$ cat src/rtl/mch_pkg.sv
// Package: shared types, constants and the CORDIC angle table.
package mch_pkg;

	localparam logic [31:0] DEG180 = 32'd11796480;
	localparam logic [31:0] DEG360 = 32'd23592960;
	localparam logic [14:0] HEAD_MAX = 15'd23040;
	localparam logic [15:0] GAIN_ONE = 16'd4096;
	localparam logic [0:0] KIND_CAL = 1'b0;
	localparam logic [0:0] KIND_MEAS = 1'b1;
	localparam logic [0:0] REG_THRESHOLD = 1'b0;
	localparam logic [0:0] REG_CPUT = 1'b1;

	typedef struct packed {
		logic [0:0] kind;
		logic signed [15:0] raw_x;
		logic signed [15:0] raw_y;
		logic signed [15:0] raw_z;
	} item_t;

	typedef enum logic [2:0] {
		ST_IDLE,
		ST_GAIN_Y,
		ST_GAIN_Z,
		ST_CORR,
		ST_DIV,
		ST_CORDIC,
		ST_OUT
	} state_t;

	function automatic logic [31:0] atan_entry(input logic [4:0] i);
		logic [31:0] r;
		unique case (i)
			5'd0: r = 32'd2949120;
			5'd1: r = 32'd1740967;
			5'd2: r = 32'd919879;
			5'd3: r = 32'd466945;
			5'd4: r = 32'd234379;
			5'd5: r = 32'd117304;
			5'd6: r = 32'd58666;
			5'd7: r = 32'd29335;
			5'd8: r = 32'd14668;
			5'd9: r = 32'd7334;
			5'd10: r = 32'd3667;
			5'd11: r = 32'd1833;
			5'd12: r = 32'd917;
			5'd13: r = 32'd458;
			5'd14: r = 32'd229;
			5'd15: r = 32'd115;
			5'd16: r = 32'd57;
			5'd17: r = 32'd29;
			5'd18: r = 32'd14;
			5'd19: r = 32'd7;
			5'd20: r = 32'd4;
			5'd21: r = 32'd2;
			5'd22: r = 32'd1;
			default: r = 32'd0;
		endcase
		return r;
	endfunction

endpackage

$ cat src/rtl/mch_fifo.sv
// Short request queue between the intake and the execution engine.
module mch_fifo (
	input  logic          clk,
	input  logic          arst_n,
	input  logic          in_valid,
	output logic          in_ready,
	input  mch_pkg::item_t in_item,
	output logic          out_valid,
	input  logic          out_ready,
	output mch_pkg::item_t out_item
);
	import mch_pkg::*;

	item_t mem_q [2];
	logic wp_q, rp_q;
	logic [1:0] cnt_q;
	logic wr, rd;

	assign in_ready = (cnt_q != 2'd2);
	assign out_valid = (cnt_q != 2'd0);
	assign out_item = mem_q[rp_q];
	assign wr = in_valid && in_ready;
	assign rd = out_valid && out_ready;

	always_ff @(posedge clk) begin
		if (wr) begin
			mem_q[wp_q] <= in_item;
		end
	end

	always_ff @(posedge clk or negedge arst_n) begin
		if (!arst_n) begin
			wp_q <= 1'b0;
			rp_q <= 1'b0;
			cnt_q <= 2'd0;
		end else begin
			if (wr) wp_q <= ~wp_q;
			if (rd) rp_q <= ~rp_q;
			cnt_q <= cnt_q + {1'b0, wr} - {1'b0, rd};
		end
	end
endmodule

$ cat src/rtl/mch_engine.sv
// Execution engine: calibration window, correction, division and CORDIC heading.
module mch_engine #(
	parameter int CAL_SAMPLES = 101,
	parameter int CORDIC_STEPS = 16
) (
	input  logic           clk,
	input  logic           arst_n,
	input  logic           cfg_we,
	input  logic [0:0]     cfg_index,
	input  logic [15:0]    cfg_data,
	input  logic           in_valid,
	output logic           in_ready,
	input  mch_pkg::item_t in_item,
	output logic           out_valid,
	input  logic           out_ready,
	output logic [63:0]    out_data,
	output logic           out_last
);
	import mch_pkg::*;

	localparam int STEPS = (CORDIC_STEPS > 24) ? 24 : CORDIC_STEPS;
	localparam int CNT_W = $clog2(CAL_SAMPLES + 1);

	state_t state_q, state_n;
	logic [15:0] thr_q, cpu_q;
	logic signed [15:0] max_q [3];
	logic signed [15:0] min_q [3];
	logic signed [15:0] off_q [3];
	logic [15:0] gy_q, gz_q;
	logic [CNT_W-1:0] cnt_q;

	// shared restoring divider
	logic [31:0] dq_q;   // dividend / quotient shift register
	logic [16:0] rem_q;
	logic [16:0] dvs_q;
	logic [5:0] dstep_q;
	logic [1:0] axis_q;
	logic [15:0] span_x_q;
	logic [15:0] span_y_q, span_z_q;

	item_t item_q;
	logic signed [15:0] c_q [3];
	logic signed [15:0] f_q [3];
	logic signed [17:0] cx_q, cy_q;
	logic signed [32:0] z_q;
	logic [4:0] it_q;
	logic zero_y_q;
	logic [14:0] head_q;
	logic done_q;
	logic busy_div;

	assign in_ready = (state_q == ST_IDLE);
	assign out_valid = (state_q == ST_OUT);
	assign out_last = done_q;
	// 16x3 fields + 15 bit heading packed
	assign out_data = {1'b0, head_q, f_q[2], f_q[1], f_q[0]};

	// divider step
	logic [16:0] rshift;
	logic [16:0] rsub;
	assign rshift = {rem_q[15:0], dq_q[31]};
	assign rsub = rshift - dvs_q;
	assign busy_div = (dstep_q != 6'd0);

	// correction product
	logic signed [33:0] prod;
	logic signed [33:0] pq;
	logic [15:0] gsel;
	assign gsel = (axis_q == 2'd0) ? GAIN_ONE : (axis_q == 2'd1) ? gy_q : gz_q;

	logic signed [15:0] rsel, osel;
	always_comb begin
		unique case (axis_q)
			2'd0: begin rsel = item_q.raw_x; osel = off_q[0]; end
			2'd1: begin rsel = item_q.raw_y; osel = off_q[1]; end
			default: begin rsel = item_q.raw_z; osel = off_q[2]; end
		endcase
	end
	logic signed [16:0] d2;
	assign d2 = {rsel[15], rsel} - {osel[15], osel};
	assign prod = d2 * $signed({1'b0, gsel});
	// truncate toward zero
	assign pq = (prod < 0) ? -((-prod) >>> 12) : (prod >>> 12);
	logic signed [15:0] csat;
	assign csat = (pq > 34'sd32767) ? 16'sh7fff :
		(pq < -34'sd32768) ? 16'sh8000 : pq[15:0];

	// cordic step
	logic signed [17:0] xs, ys;
	logic [31:0] at;
	assign xs = cx_q >>> it_q;
	assign ys = cy_q >>> it_q;
	assign at = atan_entry(it_q);

	logic signed [33:0] vsum;
	logic [33:0] vcl;
	assign vsum = {z_q[32], z_q} + $signed({2'b0, DEG180});
	always_comb begin
		if (vsum < 0) vcl = 34'd0;
		else if (vsum > $signed({2'b0, DEG360})) vcl = {2'b0, DEG360};
		else vcl = vsum;
	end
	logic [23:0] hcalc;
	assign hcalc = 24'((vcl + 34'd512) >> 10);

	logic signed [15:0] cs;
	assign cs = c_q[axis_q];

	always_comb begin
		state_n = state_q;
		unique case (state_q)
			ST_IDLE: if (in_valid) state_n = in_item.kind == KIND_CAL ? ST_IDLE : ST_CORR;
			ST_GAIN_Y, ST_GAIN_Z: ;
			ST_CORR: if (axis_q == 2'd2) state_n = ST_DIV;
			ST_DIV: if (dstep_q == 6'd1 && axis_q == 2'd2) state_n = ST_CORDIC;
			ST_CORDIC: if (zero_y_q || it_q == 5'(STEPS)) state_n = ST_OUT;
			ST_OUT: if (out_ready) state_n = ST_IDLE;
			default: state_n = ST_IDLE;
		endcase
		if (state_q == ST_IDLE && in_valid && in_item.kind == KIND_CAL) begin
			state_n = (cnt_q == CNT_W'(CAL_SAMPLES - 1)) ? ST_GAIN_Y : ST_OUT;
		end
		if (state_q == ST_GAIN_Y && dstep_q == 6'd1) state_n = ST_GAIN_Z;
		if (state_q == ST_GAIN_Z && dstep_q == 6'd1) state_n = ST_OUT;
	end

	logic [15:0] sp [3];
	always_comb begin
		for (int k = 0; k < 3; k++) sp[k] = 16'(max_q[k] - min_q[k]);
	end

	always_ff @(posedge clk or negedge arst_n) begin
		if (!arst_n) begin
			state_q <= ST_IDLE;
			thr_q <= 16'd0;
			cpu_q <= 16'd1;
			gy_q <= GAIN_ONE;
			gz_q <= GAIN_ONE;
			cnt_q <= '0;
			done_q <= 1'b0;
			dstep_q <= 6'd0;
			for (int k = 0; k < 3; k++) begin
				max_q[k] <= '0;
				min_q[k] <= '0;
				off_q[k] <= '0;
			end
		end else begin
			state_q <= state_n;
			if (cfg_we) begin
				if (cfg_index == REG_THRESHOLD) thr_q <= cfg_data;
				else cpu_q <= cfg_data;
			end
			// last step is taken combinationally by the state that owns the divide
			if (busy_div && dstep_q != 6'd1) begin
				dstep_q <= dstep_q - 6'd1;
				if (!rsub[16]) begin
					rem_q <= rsub;
					dq_q <= {dq_q[30:0], 1'b1};
				end else begin
					rem_q <= rshift;
					dq_q <= {dq_q[30:0], 1'b0};
				end
			end
			unique case (state_q)
				ST_IDLE: if (in_valid) begin
					item_q <= in_item;
					done_q <= 1'b0;
					head_q <= '0;
					axis_q <= 2'd0;
					for (int k = 0; k < 3; k++) f_q[k] <= '0;
					if (in_item.kind == KIND_CAL) begin
						logic signed [15:0] r [3];
						logic signed [15:0] mx [3];
						logic signed [15:0] mn [3];
						r[0] = in_item.raw_x; r[1] = in_item.raw_y; r[2] = in_item.raw_z;
						for (int k = 0; k < 3; k++) begin
							if (cnt_q == '0) begin
								mx[k] = r[k]; mn[k] = r[k];
							end else begin
								mx[k] = (r[k] > max_q[k]) ? r[k] : max_q[k];
								mn[k] = (r[k] < min_q[k]) ? r[k] : min_q[k];
							end
							max_q[k] <= mx[k];
							min_q[k] <= mn[k];
						end
						if (cnt_q == '0) for (int k = 0; k < 3; k++) off_q[k] <= '0;
						if (cnt_q == CNT_W'(CAL_SAMPLES - 1)) begin
							cnt_q <= '0;
							done_q <= 1'b1;
							span_x_q <= 16'(mx[0] - mn[0]);
							span_y_q <= 16'(mx[1] - mn[1]);
							span_z_q <= 16'(mx[2] - mn[2]);
							dq_q <= {16'(mx[0] - mn[0]), 16'd0} >> 4;
							rem_q <= '0;
							dvs_q <= {1'b0, 16'(mx[1] - mn[1])};
							dstep_q <= 6'd32;
						end else begin
							cnt_q <= cnt_q + CNT_W'(1);
						end
					end
				end
				ST_GAIN_Y: begin
					if (dstep_q == 6'd1) begin
						logic [31:0] qv;
						qv = rsub[16] ? {dq_q[30:0], 1'b0} : {dq_q[30:0], 1'b1};
						gy_q <= (span_y_q == 16'd0) ? GAIN_ONE :
							(qv > 32'd65535) ? 16'hffff : qv[15:0];
						dq_q <= {span_x_q, 16'd0} >> 4;
						rem_q <= '0;
						dvs_q <= {1'b0, span_z_q};
						dstep_q <= 6'd32;
						for (int k = 0; k < 3; k++) begin
							logic signed [16:0] s;
							s = {max_q[k][15], max_q[k]} + {min_q[k][15], min_q[k]};
							off_q[k] <= (sp[k] > thr_q) ?
								16'((s < 0) ? -((-s) >>> 1) : (s >>> 1)) : 16'd0;
						end
					end
				end
				ST_GAIN_Z: begin
					if (dstep_q == 6'd1) begin
						logic [31:0] qz;
						qz = rsub[16] ? {dq_q[30:0], 1'b0} : {dq_q[30:0], 1'b1};
						gz_q <= (span_z_q == 16'd0) ? GAIN_ONE :
							(qz > 32'd65535) ? 16'hffff : qz[15:0];
						dstep_q <= 6'd0;
					end
				end
				ST_CORR: begin
					c_q[axis_q] <= csat;
					if (axis_q == 2'd2) axis_q <= 2'd0;
					else axis_q <= axis_q + 2'd1;
					if (axis_q == 2'd2) begin
						logic [15:0] m0;
						m0 = c_q[0][15] ? 16'(-c_q[0]) : c_q[0];
						dq_q <= {m0, 16'd0};
						rem_q <= '0;
						dvs_q <= {1'b0, (cpu_q == 16'd0) ? 16'd1 : cpu_q};
						dstep_q <= 6'd16;
					end
				end
				ST_DIV: begin
					if (dstep_q == 6'd1) begin
						logic [15:0] qd;
						logic [15:0] nm;
						qd = {dq_q[14:0], ~rsub[16]};
						f_q[axis_q] <= cs[15] ? 16'(-qd) : qd;
						if (axis_q != 2'd2) begin
							axis_q <= axis_q + 2'd1;
							nm = c_q[axis_q + 2'd1][15] ?
								16'(-c_q[axis_q + 2'd1]) : c_q[axis_q + 2'd1];
							dq_q <= {nm, 16'd0};
							rem_q <= '0;
							dstep_q <= 6'd16;
						end else begin
							dstep_q <= 6'd0;
							it_q <= '0;
							zero_y_q <= (c_q[1] == 16'sd0);
							if (c_q[1] == 16'sd0) begin
								z_q <= c_q[0][15] ? {1'b0, DEG180} : 33'sd0;
							end else if (c_q[0][15]) begin
								z_q <= c_q[1][15] ? -$signed({1'b0, DEG180}) :
									$signed({1'b0, DEG180});
								cx_q <= -{{2{c_q[0][15]}}, c_q[0]};
								cy_q <= -{{2{c_q[1][15]}}, c_q[1]};
							end else begin
								z_q <= '0;
								cx_q <= {{2{c_q[0][15]}}, c_q[0]};
								cy_q <= {{2{c_q[1][15]}}, c_q[1]};
							end
						end
					end
				end
				ST_CORDIC: begin
					if (!zero_y_q && it_q != 5'(STEPS)) begin
						if (cy_q > 0) begin
							cx_q <= cx_q + ys; cy_q <= cy_q - xs;
							z_q <= z_q + $signed({1'b0, at});
						end else begin
							cx_q <= cx_q - ys; cy_q <= cy_q + xs;
							z_q <= z_q - $signed({1'b0, at});
						end
						it_q <= it_q + 5'd1;
					end
				end
				ST_OUT: ;
				default: ;
			endcase
			// final heading uses the value after the last CORDIC update
			if (state_n == ST_OUT && state_q == ST_CORDIC) begin
				head_q <= (hcalc > {9'd0, HEAD_MAX}) ? HEAD_MAX : hcalc[14:0];
			end
		end
	end
endmodule

$ cat src/rtl/magnetometer_calibrate_heading_top.sv
// Top level: request queue followed by the calibration and heading engine.
// Calibration item: updates the window; the window-closing item also runs the Y and Z gain divides.
// Measurement item: queue, correction of each axis, division of each axis, CORDIC iterations
// (skipped when corrected Y is zero) and output; one item at a time.
// The shared restoring divider and the iterative CORDIC set the rate.
// arst_n clears the window, offsets, threshold and state, sets gains to 1.0 and CPUT to 1 at once.
module magnetometer_calibrate_heading_top #(
	parameter int CAL_SAMPLES = 101,
	parameter int CORDIC_STEPS = 16
) (
	input  logic        clk,
	input  logic        arst_n,
	input  logic        cfg_we,
	input  logic [0:0]  cfg_index,
	input  logic [15:0] cfg_data,
	input  logic        s_tvalid,
	output logic        s_tready,
	input  logic [47:0] s_tdata,   // raw_x, raw_y, raw_z
	input  logic        s_tuser,   // kind
	output logic        m_tvalid,
	input  logic        m_tready,
	output logic [63:0] m_tdata,   // field_x, field_y, field_z, heading, pad
	output logic        m_tlast    // calibration_done
);
	import mch_pkg::*;

	item_t in_item, q_item;
	logic q_valid, q_ready;

	assign in_item.kind = s_tuser;
	assign in_item.raw_x = s_tdata[15:0];
	assign in_item.raw_y = s_tdata[31:16];
	assign in_item.raw_z = s_tdata[47:32];

	mch_fifo u_fifo (
		.clk(clk), .arst_n(arst_n),
		.in_valid(s_tvalid), .in_ready(s_tready), .in_item(in_item),
		.out_valid(q_valid), .out_ready(q_ready), .out_item(q_item)
	);

	mch_engine #(.CAL_SAMPLES(CAL_SAMPLES), .CORDIC_STEPS(CORDIC_STEPS)) u_engine (
		.clk(clk), .arst_n(arst_n),
		.cfg_we(cfg_we), .cfg_index(cfg_index), .cfg_data(cfg_data),
		.in_valid(q_valid), .in_ready(q_ready), .in_item(q_item),
		.out_valid(m_tvalid), .out_ready(m_tready),
		.out_data(m_tdata), .out_last(m_tlast)
	);
endmodule

$ cat config.mk
export PLATFORM = sky130hd
export DESIGN_NAME = magnetometer_calibrate_heading_top
export DESIGN_NICKNAME = d
export VERILOG_FILES = /design/src/rtl/mch_pkg.sv /design/src/rtl/mch_fifo.sv /design/src/rtl/mch_engine.sv /design/src/rtl/magnetometer_calibrate_heading_top.sv
export SDC_FILE = /design/constraint.sdc
export NUM_CORES = 2
export LEC_CHECK = 0
export ABC_AREA = 1
export BUFFER_PORTS_ARGS = -buffer_cell sky130_fd_sc_hd__clkbuf_2
export CAP_MARGIN = 10
export CORE_MARGIN = 3
export CORE_UTILIZATION = 45
export DETAILED_ROUTE_END_ITERATION = 12
export GPL_TIMING_DRIVEN = 0
export PLACE_DENSITY_LB_ADDON = 0.08
export SLEW_MARGIN = 20
export SYNTH_ARGS = -nofsm -noshare
export SYNTH_HDL_FRONTEND = slang
export SYNTH_HIERARCHICAL = 1
export SYNTH_SLANG_ARGS = --single-unit
$ cat constraint.sdc
create_clock -name clk -period 14.6 [get_ports clk]
set_input_delay 2.92 -clock clk [delete_from_list [all_inputs] [get_ports clk]]
set_output_delay 2.92 -clock clk [all_outputs]
set_load 0.05 [all_outputs]
After elaboration in Yosys (flattened, before gate mapping)
Memories as Yosys holds them, arrays and structs flattened. A register that Yosys moved wholly into a read port is not among the register bits. Cells that the tools add are included. W data, S select, Z words.

Flip-flop bits (word level): 483. Input port bits: 71. Output and inout port bits: 67. RAM bits: 194. ROM bits: 704. Bits in latches: 0. Memories: 4. Logic and storage cells: 338.

Memories: (no name shown) (depth 32, width 22, rd ports 1, clocked after memory_dff 1, write ports 0, RTL line mch_pkg.sv:32) `unique case (i)`; u_fifo.mem_q (depth 2, width 49, rd ports 1, clocked after memory_dff 0, write ports 1, RTL line mch_fifo.sv:14) `item_t mem_q [2];`; u_engine.c_q (depth 3, width 16, rd ports 4, clocked after memory_dff 1, write ports 1, RTL line mch_engine.sv:42) `logic signed [15:0] c_q [3];`; u_engine.f_q (depth 3, width 16, rd ports 3, clocked after memory_dff 0, write ports 3, RTL line mch_engine.sv:43) `logic signed [15:0] f_q [3];`.

Bitwise gates (word level): 6. Eq/ne operators: 27. Add/subtract/negate cells: 38. Divide/modulo/power cells: 0. Muxes and demuxes: 158. $lt $le $gt $ge: 20. Reduce and logical (&&, ||, !) cells: 46. Shifts and indexed selects: 2. Multiply operators: 1.

Operators with widths (count): $mux W16 (48); $mux W32 (8); $mux W17 (14); $mux W33 (7); $mux W18 (12); $mux W48 (4); $pmux W32 S4 (1); $mux W34 (3); $gt A16 B16 Y1 (6); $neg A16 Y16 (6); $pmux W48 S2 (1); $sub A16 B16 Y16 (6); $pmux W18 S2 (2); $lt A34 B1 Y1 const B (2); $pmux W17 S4 (1); $pmux W33 S2 (1); $logic_not A16 Y1 (4); $pmux W16 S2 (2); $mux W15 (4); $add A16 B16 Y17 (3); $lt A17 B1 Y1 const B (3); $neg A17 Y17 (3); $pmux W17 S3 (1); $lt A16 B16 Y1 (3); other kinds (66) (153).

Logic depth before layout (Yosys ltp)
An unclocked memory read counts as a cell.

Depth after elaboration: 12. Depth in mapped cells: 74. Gate-level depth less buffers: 67.

Hierarchy
Netlist, hierarchy kept.

Modules (own cells, without submodules): mch_engine (times used 1, area each 59938.7 µm², cells each 7980); mch_fifo (times used 1, area each 3842.4 µm², cells each 288).

Worst setup path after synthesis
No wires, ideal clock.

Path kind: register to register. Start point: reg u_engine.axis_q[0]. End point: mem u_engine.c_q[0][10] (data pin). Required time: 14335 ps. Arrival: 11262 ps. Cell stages (with the launch flop): 68. Library setup time: 265 ps. Path buffers: 9. Slack: 3073 ps. Period minus slack after synthesis: 11527 ps. Cells stage by stage: edfxtp_1 > inv_1 > clkbuf_1 > clkbuf_1 > buf_1 > ha_1 > clkbuf_1 > clkbuf_1 > buf_1 > a221oi_1 > a21oi_1 > ha_1 > inv_1 > fa_1 > nand3_1 > and2_1 > or2_2 > nand2_1 > (+32 left out) > nand2_1 > nor2_1 > nand2_1 > nor2_1 > nand3_1 > nand2_1 > nand2_1 > inv_2 > nand2_1 > nor2_2 > nand4_1 > nand2_1 > o21ai_0 > nor2_1 > nand3_1 > nand2_2 > buf_6 > nand2_1.

Longest elaborated chain between the ends: 10. Elaborated cells between the ends (all ways): 16.

RTL lines: start: declaration (RTL line mch_engine.sv:37) `logic [1:0] axis_q;`; start signal: assignment (RTL line mch_engine.sv:232) `else axis_q <= axis_q + 2'd1;`; start signal: assignment (RTL line mch_engine.sv:249) `axis_q <= axis_q + 2'd1;`; $eq A2 B1 Y1 or $logic_not A2 Y1 (tied branches) (RTL line mch_engine.sv:69, mch_engine.sv:73); $pmux W16 S2 or $mux W16 (tied branches) (RTL line mch_engine.sv:73, mch_engine.sv:69); $sub A16 B16 Y17 or $mux W16 (tied branches) (RTL line mch_engine.sv:80, mch_engine.sv:69); $mul A17 B17 Y34 * (RTL line mch_engine.sv:81) `assign prod = d2 * $signed({1'b0, gsel});`; $neg A34 Y34 (RTL line mch_engine.sv:83) `assign pq = (prod < 0) ? -((-prod) >>> 12) : (prod >>> 12);`; $neg A22 Y34 (RTL line mch_engine.sv:83); $mux W34 * (RTL line mch_engine.sv:83); $lt A34 B16 Y1 (RTL line mch_engine.sv:86) `(pq < -34'sd32768) ? 16'sh8000 : pq[15:0];`; $mux W16 (RTL line mch_engine.sv:86); $mux W16 * (RTL line mch_engine.sv:85) `assign csat = (pq > 34'sd32767) ? 16'sh7fff :`; via u_engine.csat[10] (RTL line mch_engine.sv:84) `logic signed [15:0] csat;`; end: declaration (RTL line mch_engine.sv:42).

The timed path passes the listed nets; every way through them passes the cells marked *.

Worst setup path in the final report
Start point: reg u_engine.axis_q[1]. End point: mem u_engine.c_q[2][5] (data pin).

The elaborated chain is that of the path after synthesis.

==> results.json <==
{
  "grt_use_total": 0.2943,
  "yosys.area_share.simple": 0.2190,
  "syn_area_mm2": 0.06378,
  "max_freq_ghz": 0.07316,
  "placementRows": 137,
  "clkTransAtPathRegs_ns": 0.07,
  "synth_compound_area_frac": 0.1356,
  "final_antenna_net_count": 0,
  "hold_depth": 2,
  "r2r_cells": 62,
  "routed_wl_mm": 217.8,
  "hp-start": "u_engine/gz_q[14]",
  "start_util": 0.4554,
  "detail_route.first_pass.iterations": 6,
  "hold_end": "u_engine/gz_q[14]",
  "syn_to_final_growth_pct": 10.40,
  "cp_num_buf_inv": 11,
  "tritoncts": "built",
  "r2r-start": "u_engine/axis_q[1]",
  "syn_avg_cell_area_um2": 7.714,
  "synth_mux_area_frac": 0.001903,
  "r2r-end": "u_engine/c_q[2][5]",
  "multi_input_area_mm2": 0.03791,
  "die_x_um": 382.5,
  "yosysSeqAreaShare": 0.3150,
  "max_slew.worst_pin.slew_ns": 1.210,
  "ys_warn_count": 6,
  "critical_path_class": "flip-flop to flip-flop",
  "status": "completed",
  "synth_enable_flop_cells": 462,
  "grt_max_degree": 80,
  "critPathLaunchType": "flip-flop",
  "ff2ff_setup_slack_ns": 0.93,
  "dpl-instance-area_mm2": 0.06736,
  "synth_nets": 9127,
  "timing.critical_path.mode_cell": "nand2_1",
  "synth_xor_area_frac": 0.04749,
  "drive_gt1_frac": 0.06052,
  "layout_commonest_cell": "nand2_1",
  "worstPathArrival_ns": 14.01,
  "ys.flop_type": "edfxtp_1",
  "critPathRequiredTime_ns": 14.94,
  "maxCapViolCount": 0,
  "ioPinCount": 138,
  "crit_path_end_kind": "flip-flop",
  "drt_iter0_markers": 4140,
  "vias_per_cell": 5.426,
  "vias": 56810,
  "worst_path_max_delay_cell": "clkbuf_1",
  "clk_latency_ns": 0.73,
  "synth_fa_ha_area_frac": 0.1878,
  "slew_viol_final": 0,
  "die-area_mm2": 0.1463,
  "ys_async_sr_fraction": 0.3203,
  "timing.final.crit_share": 0.9363,
  "nFillCells": 13890,
  "coreArea_mm2": 0.1400,
  "synthCells": 8268,
  "path_max_fanout": 10,
  "numCtsBuffers": 86,
  "antenna_found_initial": 2,
  "routabilityCongestion": 0.9919,
  "fin_skew_ns": 0.06719,
  "cpPeakStageDelay_ns": 0.61,
  "instances_no_fill": 10470,
  "cts_root_buffer": "clkbuf_16",
  "clock-sinks": 715,
  "period_minus_slack_ns": 13.67,
  "wl_per_cell_um": 20.81,
  "cts_hold_repair.buffers": 0,
  "grt_pass1_vias": 55630,
  "crit_family": "simple AND/OR/NAND/NOR gates",
  "slew_headroom": 0.1932,
  "design_area_mm2": 0.07042,
  "hpwl_mm": 179.6,
  "htreeDepth": 3,
  "dp.cells": 10300,
  "port_buffers": 136,
  "seq_area_mm2": 0.02009,
  "die_h_um": 382.5,
  "grt_pass1_wl_mm": 329.8,
  "synth_top_family_by_area": "simple AND/OR/NAND/NOR gates",
  "overflow": 0,
  "cts_buffer_depth": 3,
  "finalSetupViolCount": 0,
  "synth.distinct_cells": 79,
  "mostFrequentLayoutCells": "nand2_1 (1823), inv_1 (1281), nor2_1 (802)",
  "hold_violations": 0,
  "fin_util": 0.5028,
  "synth_seq_cells": 715,
  "fin_nets": 9380,
  "fin_hold_ws_ns": 0.4833,
  "hold_path.class": "flip-flop to flip-flop",
  "route.detailed.drc": 0
}
## timing repair
| item | 4_1_cts | 5_1_grt |
|---|---|---|
| resized for setup | 7 | 20 |
| endpoints found under the setup margin | 64 | 64 |
| buffers inserted | 0 | 7 |
## worst reg2reg max path: cells and delay by family (launching register included)
kind	cells	cell delay [ns]
adder cells (fa/ha/maj)	9	3.97
AND/OR/NAND/NOR	32	4.61
flip-flops	1	0.45
AO/OA/AOI/OAI	10	1.81
buffers and inverters	11	2.49
## how the worst max path moves through the flow
| stage | slack, ns | to | cells past startpoint | from |
|---|---|---|---|---|
| CTS | 0.06 | u_engine/c_q[2][5] | 64 | u_engine/axis_q[0] |
| finish | 0.93 | u_engine/c_q[2][5] | 62 | u_engine/axis_q[1] |
| global placement | -4.22 | u_engine/head_q[2] | 5 | arst_n |
| global route | -0.009 | u_engine/c_q[2][5] | 61 | u_engine/axis_q[1] |
| floorplan | 3.07 | u_engine/c_q[0][10] | 67 | u_engine/axis_q[0] |
| detailed placement | -1.16 | u_engine/c_q[2][5] | 65 | u_engine/axis_q[0] |
## state kept, by name, indices dropped and copies added (netlist names), 18 cells and up, named ones only
signal           flops
u_engine/at         22
u_engine/c_q        64
u_engine/cx_q       18
u_engine/cy_q       18
u_engine/dq_q       32
u_engine/f_q        48
u_engine/item_q     48
u_engine/max_q      48
u_engine/min_q      48
u_engine/off_q      48
u_engine/z_q        33
u_fifo/mem_q        98
## layout make-up
cell class	instances	area share
sequential	715	0.2853
buffer	214	0.01320
timing repair buffer	167	0.01674
multi-input combinational	6002	0.5384
clock buffer	117	0.03381
inverter	1335	0.07146
tap	1876	0.03333
clock inverter	42	0.007711
antenna	2	0.00007107
## cell usage after synthesis (all sizes together) (4+ instances only)
master,n,area (um2)
nand3,316,1644
o21a,23,172.7
dfrtp,226,5655
o21ai,652,3274
nand2,1860,7082
nor4,36,231.5
buf,47,289.0
fa,282,5645
dfxtp,24,480.5
a221oi,32,280.3
a21o,16,120.1
or2,35,219.0
inv,1305,4906
clkinv,30,112.6
a22oi,25,187.7
o211ai,43,322.8
mux2i,11,110.1
o31ai,25,187.7
a21oi,479,2409
a32o,8,80.08
xnor2,89,779.5
nand4,107,684.4
a21boi,4,30.03
nor3b,4,30.03
nor2,849,3368
o2111ai,7,61.31
and2,9,56.30
nor3,105,535.5
clkbuf,169,634.4
a22o,4,35.03
nand3b,11,82.58
a31oi,31,193.9
a2111oi,4,35.03
o22ai,41,256.5
o21bai,39,292.8
ha,506,6331
o221ai,32,280.3
a211oi,33,247.7
xor2,256,2250
edfxtp,462,13870
## through the flow
| step | TNS [ns] | setup slack, ns |
|---|---|---|
| after floorplan | 0 | 3.073 |
| after global placement | -601.54 | -4.224 |
| after detailed placement | -63.14 | -1.162 |
| after CTS | 0 | 0.05659 |
| after global routing | -0.01532 | -0.009059 |
| final | 0 | 0.9304 |
## cell families after synthesis
family | count (synthesis)
compound gates | 1518
xor+xnor | 345
flops | 715
mux | 12
fa+ha+maj | 788
buf+inv | 1551
other cells | 1
simple gates | 3338
## metal layers
| layer | vias up | wire length [um] | global-route usage | part of all wire |
|---|---|---|---|---|
| li1 | 27650 | - | - | - |
| met1 | 27160 | 91890 | 0.3741 | 0.42 |
| met2 | 1614 | 102500 | 0.4985 | 0.47 |
| met3 | 390 | 11790 | 0.03980 | 0.054 |
| met4 | 0 | 11670 | 0.1327 | 0.054 |
| met5 | - | 0 | 0 | 0 |
Power is not shown: default switching activity piles up to over one toggle a cycle in this logic, so the estimate is an artifact.
